`config.mk`:
```
export PLATFORM = sky130hd
export DESIGN_NAME = plbb_ctrl
export DESIGN_NICKNAME = d
export VERILOG_FILES = /design/src/design/plbb_pkg.sv /design/src/design/plbb_ctrl.sv
export SDC_FILE = /design/constraint.sdc
export NUM_CORES = 1
export LEC_CHECK = 0
export BUFFER_PORTS_ARGS = -buffer_cell sky130_fd_sc_hd__buf_4
export CORE_UTILIZATION = 40
export CTS_CLUSTER_SIZE = 30
export DETAILED_ROUTE_END_ITERATION = 7
export PLACE_DENSITY = 0.78
export SLEW_MARGIN = 20
export SYNTH_ARGS = -nofsm -noshare
export SYNTH_HDL_FRONTEND = slang
export SYNTH_SLANG_ARGS = --single-unit
```
`constraint.sdc`:
```
create_clock -name clk -period 2.6 [get_ports clk]
set_input_delay 0.39 -clock clk [delete_from_list [all_inputs] [get_ports clk]]
set_output_delay 0.39 -clock clk [all_outputs]
set_load 0.02 [all_outputs]
```
`src/design/plbb_pkg.sv`:
```
// ----------------------------------------------------------------------------
// plbb_pkg
// shared types and constants of the packed lcd bitmap blitter
// ----------------------------------------------------------------------------
package plbb_pkg;

    localparam logic [2:0] ACT_PIXEL = 3'd0;
    localparam logic [2:0] ACT_RECT  = 3'd1;
    localparam logic [2:0] ACT_BOX   = 3'd2;
    localparam logic [2:0] ACT_BYTE  = 3'd3;
    localparam logic [2:0] ACT_CLEAR = 3'd4;
    localparam logic [2:0] ACT_READ  = 3'd5;

    // phase masks: three pixels share a byte pair
    localparam logic [7:0] MASK_P0_FIRST  = 8'hE0;
    localparam logic [7:0] MASK_P0_SECOND = 8'h07;
    localparam logic [7:0] MASK_P1_FIRST  = 8'h1F;
    localparam logic [7:0] MASK_P2_SECOND = 8'hF8;

    // reciprocal of three for values below 512
    localparam logic [8:0] RECIP3 = 9'd171;

    typedef struct packed {
        logic [2:0] action;
        logic [7:0] pos_x;
        logic [7:0] pos_y;
        logic [7:0] span_w;
        logic [7:0] span_h;
        logic       pixel_on;
        logic       invert;
        logic [3:0] bits_per_byte;
        logic [7:0] bitmap_byte;
        logic [6:0] mem_column;
    } plbb_in_t;

    typedef struct packed {
        logic [7:0] read_data;
        logic       clipped;
    } plbb_out_t;

    typedef struct packed {
        logic load;
        logic sweep_init;
        logic sweep_wr;
        logic rect_init;
        logic rect_pick;
        logic rect_step;
        logic box_load;
        logic bmp_init;
        logic bmp_pick;
        logic bmp_step;
        logic single_pick;
        logic div;
        logic addr;
        logic rd_addr;
        logic mem_rd;
        logic wr0;
        logic wr1;
        logic clip_set;
        logic rd_cap;
        logic out_load;
    } plbb_cmd_t;

    typedef struct packed {
        logic [2:0] action;
        logic       sweep_last;
        logic       rect_empty;
        logic       rect_done;
        logic       bmp_done;
        logic       offscreen;
    } plbb_status_t;

endpackage

```
`src/design/plbb_ctrl.sv`:
```
// ----------------------------------------------------------------------------
// plbb_ctrl
// sequencer: clearing sweep, action dispatch and per-pixel read-modify-write
// ----------------------------------------------------------------------------
module plbb_ctrl
    import plbb_pkg::*;
(
    input  logic         clk,
    input  logic         rst_n,
    input  logic         in_valid,
    output logic         in_ready,
    output logic         out_valid,
    input  logic         out_ready,
    input  plbb_status_t status,
    output plbb_cmd_t    cmd
);

    typedef enum logic [3:0] {
        S_SWEEP, S_IDLE, S_DISPATCH, S_RECT_PICK, S_BMP_PICK, S_DIV, S_ADDR,
        S_READ, S_WR0, S_WR1, S_STEP, S_RD_WAIT, S_RD_CAP, S_DONE
    } state_t;

    typedef enum logic [1:0] {
        M_SINGLE, M_RECT, M_BMP, M_CLEAR
    } mode_t;

    state_t state_reg, state_next;
    mode_t  mode_reg, mode_next;
    logic   out_valid_reg, out_valid_next;

    always_comb
    begin
        state_next     = state_reg;
        mode_next      = mode_reg;
        cmd            = '0;
        in_ready       = 1'b0;
        out_valid_next = out_valid_reg && !out_ready;
        unique case (state_reg)
            S_SWEEP:
            begin
                cmd.sweep_wr = 1'b1;
                if (status.sweep_last)
                begin
                    state_next = (mode_reg == M_CLEAR) ? S_DONE : S_IDLE;
                end
            end
            S_IDLE:
            begin
                in_ready = 1'b1;
                if (in_valid)
                begin
                    cmd.load   = 1'b1;
                    state_next = S_DISPATCH;
                end
            end
            S_DISPATCH:
            begin
                unique case (status.action)
                    ACT_PIXEL:
                    begin
                        cmd.single_pick = 1'b1;
                        mode_next       = M_SINGLE;
                        state_next      = S_DIV;
                    end
                    ACT_RECT:
                    begin
                        cmd.rect_init = 1'b1;
                        mode_next     = M_RECT;
                        state_next    = status.rect_empty ? S_DONE : S_RECT_PICK;
                    end
                    ACT_BOX:
                    begin
                        cmd.box_load = 1'b1;
                        state_next   = S_DONE;
                    end
                    ACT_BYTE:
                    begin
                        cmd.bmp_init = 1'b1;
                        mode_next    = M_BMP;
                        state_next   = S_BMP_PICK;
                    end
                    ACT_CLEAR:
                    begin
                        cmd.sweep_init = 1'b1;
                        mode_next      = M_CLEAR;
                        state_next     = S_SWEEP;
                    end
                    ACT_READ:
                    begin
                        cmd.rd_addr = 1'b1;
                        state_next  = S_RD_WAIT;
                    end
                    default:
                    begin
                        state_next = S_DONE;
                    end
                endcase
            end
            S_RECT_PICK:
            begin
                if (status.rect_done)
                begin
                    state_next = S_DONE;
                end
                else
                begin
                    cmd.rect_pick = 1'b1;
                    state_next    = S_DIV;
                end
            end
            S_BMP_PICK:
            begin
                if (status.bmp_done)
                begin
                    state_next = S_DONE;
                end
                else
                begin
                    cmd.bmp_pick = 1'b1;
                    state_next   = S_DIV;
                end
            end
            S_DIV:
            begin
                if (status.offscreen)
                begin
                    cmd.clip_set = 1'b1;
                    state_next   = S_STEP;
                end
                else
                begin
                    cmd.div    = 1'b1;
                    state_next = S_ADDR;
                end
            end
            S_ADDR:
            begin
                cmd.addr   = 1'b1;
                state_next = S_READ;
            end
            S_READ:
            begin
                cmd.mem_rd = 1'b1;
                state_next = S_WR0;
            end
            S_WR0:
            begin
                cmd.wr0    = 1'b1;
                state_next = S_WR1;
            end
            S_WR1:
            begin
                cmd.wr1    = 1'b1;
                state_next = S_STEP;
            end
            S_STEP:
            begin
                priority case (mode_reg)
                    M_RECT:
                    begin
                        cmd.rect_step = 1'b1;
                        state_next    = S_RECT_PICK;
                    end
                    M_BMP:
                    begin
                        cmd.bmp_step = 1'b1;
                        state_next   = S_BMP_PICK;
                    end
                    default:
                    begin
                        state_next = S_DONE;
                    end
                endcase
            end
            S_RD_WAIT:
            begin
                cmd.mem_rd = 1'b1;
                state_next = S_RD_CAP;
            end
            S_RD_CAP:
            begin
                cmd.rd_cap = 1'b1;
                state_next = S_DONE;
            end
            S_DONE:
            begin
                if (!out_valid_reg || out_ready)
                begin
                    cmd.out_load   = 1'b1;
                    out_valid_next = 1'b1;
                    state_next     = S_IDLE;
                end
            end
            default:
            begin
                state_next = S_IDLE;
            end
        endcase
    end

    always_ff @(posedge clk or negedge rst_n)
    begin
        if (!rst_n)
        begin
            state_reg     <= S_SWEEP;
            mode_reg      <= M_SINGLE;
            out_valid_reg <= 1'b0;
        end
        else
        begin
            state_reg     <= state_next;
            mode_reg      <= mode_next;
            out_valid_reg <= out_valid_next;
        end
    end

    assign out_valid = out_valid_reg;

endmodule

```
==> impl_metrics.env <==
export IMPL_run_status="completed"
export IMPL_drc=0
export IMPL_async_reset_ff_frac=1.000
export IMPL_drv_cap=0
export IMPL_num_antenna_cells=0
export IMPL_wire_per_inst_um=12.51
export IMPL_synth_nets=132
export IMPL_drtIter0Drc=26
export IMPL_setup_tns_ns=0
export IMPL_setup_viol=0
export IMPL_slew_headroom=0.6102
export IMPL_crit_fanout=19
export IMPL_die_x_um=48.59
export IMPL_cp_required_ns=2.21
export IMPL_final_common_cell="buf_4"
export IMPL_place_congestion=0.8800
export IMPL_grt_pass1_vias=848
export IMPL_ios=34
export IMPL_ir_drop_mv=0.4451
export IMPL_initial_core_util=0.4338
export IMPL_drt_pass1_iterations=4
export IMPL_grt_pass1_wl_um=3539
export IMPL_numCtsBuffers=3
export IMPL_end_kind="primary output"
export IMPL_design_die_area_um2=2361
export IMPL_synth_edf_count=0
export IMPL_hpwl_um=1667
export IMPL_worst_pin_slew_ns=0.5846
export IMPL_cts_resized=0
export IMPL_die_y_um=48.59
export IMPL_syn_area_um2=868.3
export IMPL_cts_setup_buffers=0
export IMPL_cts_root_buf="clkbuf_4"
export IMPL_ys_seq_area_frac=0.2017
export IMPL_power_density_nw_per_um2=1005
export IMPL_hold_violations=0
export IMPL_critPathSlowestCell="dfrtp_1"
export IMPL_postSynthCellCount=116
export IMPL_yosysUniqueCellTypes=39
export IMPL_fin_crit_ns=2.158
export IMPL_antenna_found_initial=0
export IMPL_postRouteAntennaNets=0
export IMPL_drive_gt1_frac=0.3103
export IMPL_cts_tree="yes"
export IMPL_largest_reg_flops=4
export IMPL_critical_path_arrival_ns=1.77
export IMPL_crit_path_cell_trace="nor2b_4, nand2_4, nor2_2, and3_1, buf_4"
export IMPL_core_area_um2=2002
export IMPL_finalWirelength_um=2151
export IMPL_ff_latch_area_um2=175.2
export IMPL_multiInputGateArea_um2=581.8
export IMPL_track_usage=0.1850
export IMPL_syn_avg_cell_area_um2=7.486
export IMPL_via_count=962
export IMPL_htreeDepth=1
export IMPL_ys_flop_type="dfrtp_1"
export IMPL_area_delta_synth_final_pct=26.37
export IMPL_overflow=0
export IMPL_clk_pin_slew_worst_paths_ns=0.05
export IMPL_rows=16
export IMPL_hold_class="in -> reg"
export IMPL_skew_ns=0.006124
export IMPL_final_cell_mix="buf_4 (33), nand2_1 (13), nor2_1 (9)"
export IMPL_finalNetCount=162
export IMPL_critPathKind="reg -> out"
export IMPL_rsz0062_at_grt="false"
export IMPL_min_period_over_period=0.8300
export IMPL_power_mw=1.103
export IMPL_path_delay_family="simple AND/OR/NAND/NOR gates"
export IMPL_yosysWarnings=0
export IMPL_clkLatencyLatePin_ns=0.25
export IMPL_timing_fmax_mhz=463.4
export IMPL_clockBufferDepth=2
export IMPL_clock_sinks=7
export IMPL_grt_max_degree=20
export IMPL_fill_cells=212
export IMPL_holdBufCountCts=1
export IMPL_port_buffers=33
export IMPL_viasPerCell=5.593
export IMPL_synth_seq_cells=7
export IMPL_cpPeakStageDelay_ns=0.66
export IMPL_start_kind="flop"
export IMPL_drv_slew=0
export IMPL_p_leak_nw=0.5290
export IMPL_critPathBufInv=1
## synth_stat cells, types with 2 or more instances
master / number / share of area
a21oi_1: 7 / 0.040
a31oi_1: 3 / 0.022
and3_1: 5 / 0.036
buf_2: 2 / 0.012
buf_6: 3 / 0.039
clkbuf_8: 3 / 0.048
dfrtp_1: 7 / 0.20
ha_1: 4 / 0.058
inv_1: 5 / 0.022
nand2_1: 13 / 0.056
nand2b_1: 4 / 0.029
nand3_1: 3 / 0.017
nor2_1: 9 / 0.039
nor2_2: 2 / 0.014
nor2b_1: 3 / 0.022
nor3_1: 8 / 0.046
nor4_1: 7 / 0.050
o211ai_1: 3 / 0.026
o21ai_0: 3 / 0.017
o21ai_1: 3 / 0.017
## per-layer routing
layer | GRT usage | part of all wire
met5 | 0 | 0
met2 | 0.3216 | 0.51
met4 | 0.04412 | 0
met1 | 0.2278 | 0.43
met3 | 0.04717 | 0.057
## path summary, 6_finish.rpt
path,cells past startpoint,to,from,slack [ns]
max,5,cmd[6],state_reg[1],0.44
min,3,out_valid,out_ready,0.45
max reg2reg,5,state_reg[2],state_reg[3],1.04
min reg2reg,1,mode_reg[1],mode_reg[1],0.60
max in group asynchronous,2,mode_reg[0],rst_n,1.97
min in group asynchronous,2,state_reg[0],rst_n,0.50
## tightest hold or removal path, cell delays in order
cell      delay (ns)
buf_4           0.08
nor2b_1         0.05
nand2b_1        0.14
## where the power goes
part | total, mW | internal, mW | leakage (nW) | switching (mW)
Combinational | 0.686 | 0.302 | 0.428 | 0.384
Clock | 0.0969 | 0.0585 | 0.0150 | 0.0384
Sequential | 0.320 | 0.160 | 0.0862 | 0.160
## area by class of cell
type	count	area share
Multi-Input combinational cell	94	0.5302
Tap cell	27	0.03079
Inverter	6	0.02052
Sequential cell	7	0.1596
Clock buffer	4	0.02395
Timing Repair Buffer	34	0.2349
## logic make-up (layout without fill, tap and decap cells)
group	after synthesis	in the layout	share of synthesized area
DFF	7	7	0.2017
muxes	1	1	0.01153
AOI/OAI and AO/OA	28	28	0.2147
adders and majority gates	4	4	0.05764
and+or+nand+nor	60	60	0.3761
buffers and inverters	15	44	0.1282
xor gates and xnor gates	1	1	0.01009
## metrics by stage
step,utilization,setup WS (ns),instance area [um2],hold slack [ns],cells
final,0.5481,0.4420,1097,0.4465,172
after global routing,0.5481,0.2923,1097,0.4431,172
after CTS,0.5481,0.4413,1097,0.4399,172
after detailed placement,0.5300,0.7110,1061,0.2053,167
after global placement,0.5300,0.7480,1061,0.2046,167
after floorplan,-,0.8411,868.3,0.09441,116
Power figures use the tool's default switching activity.
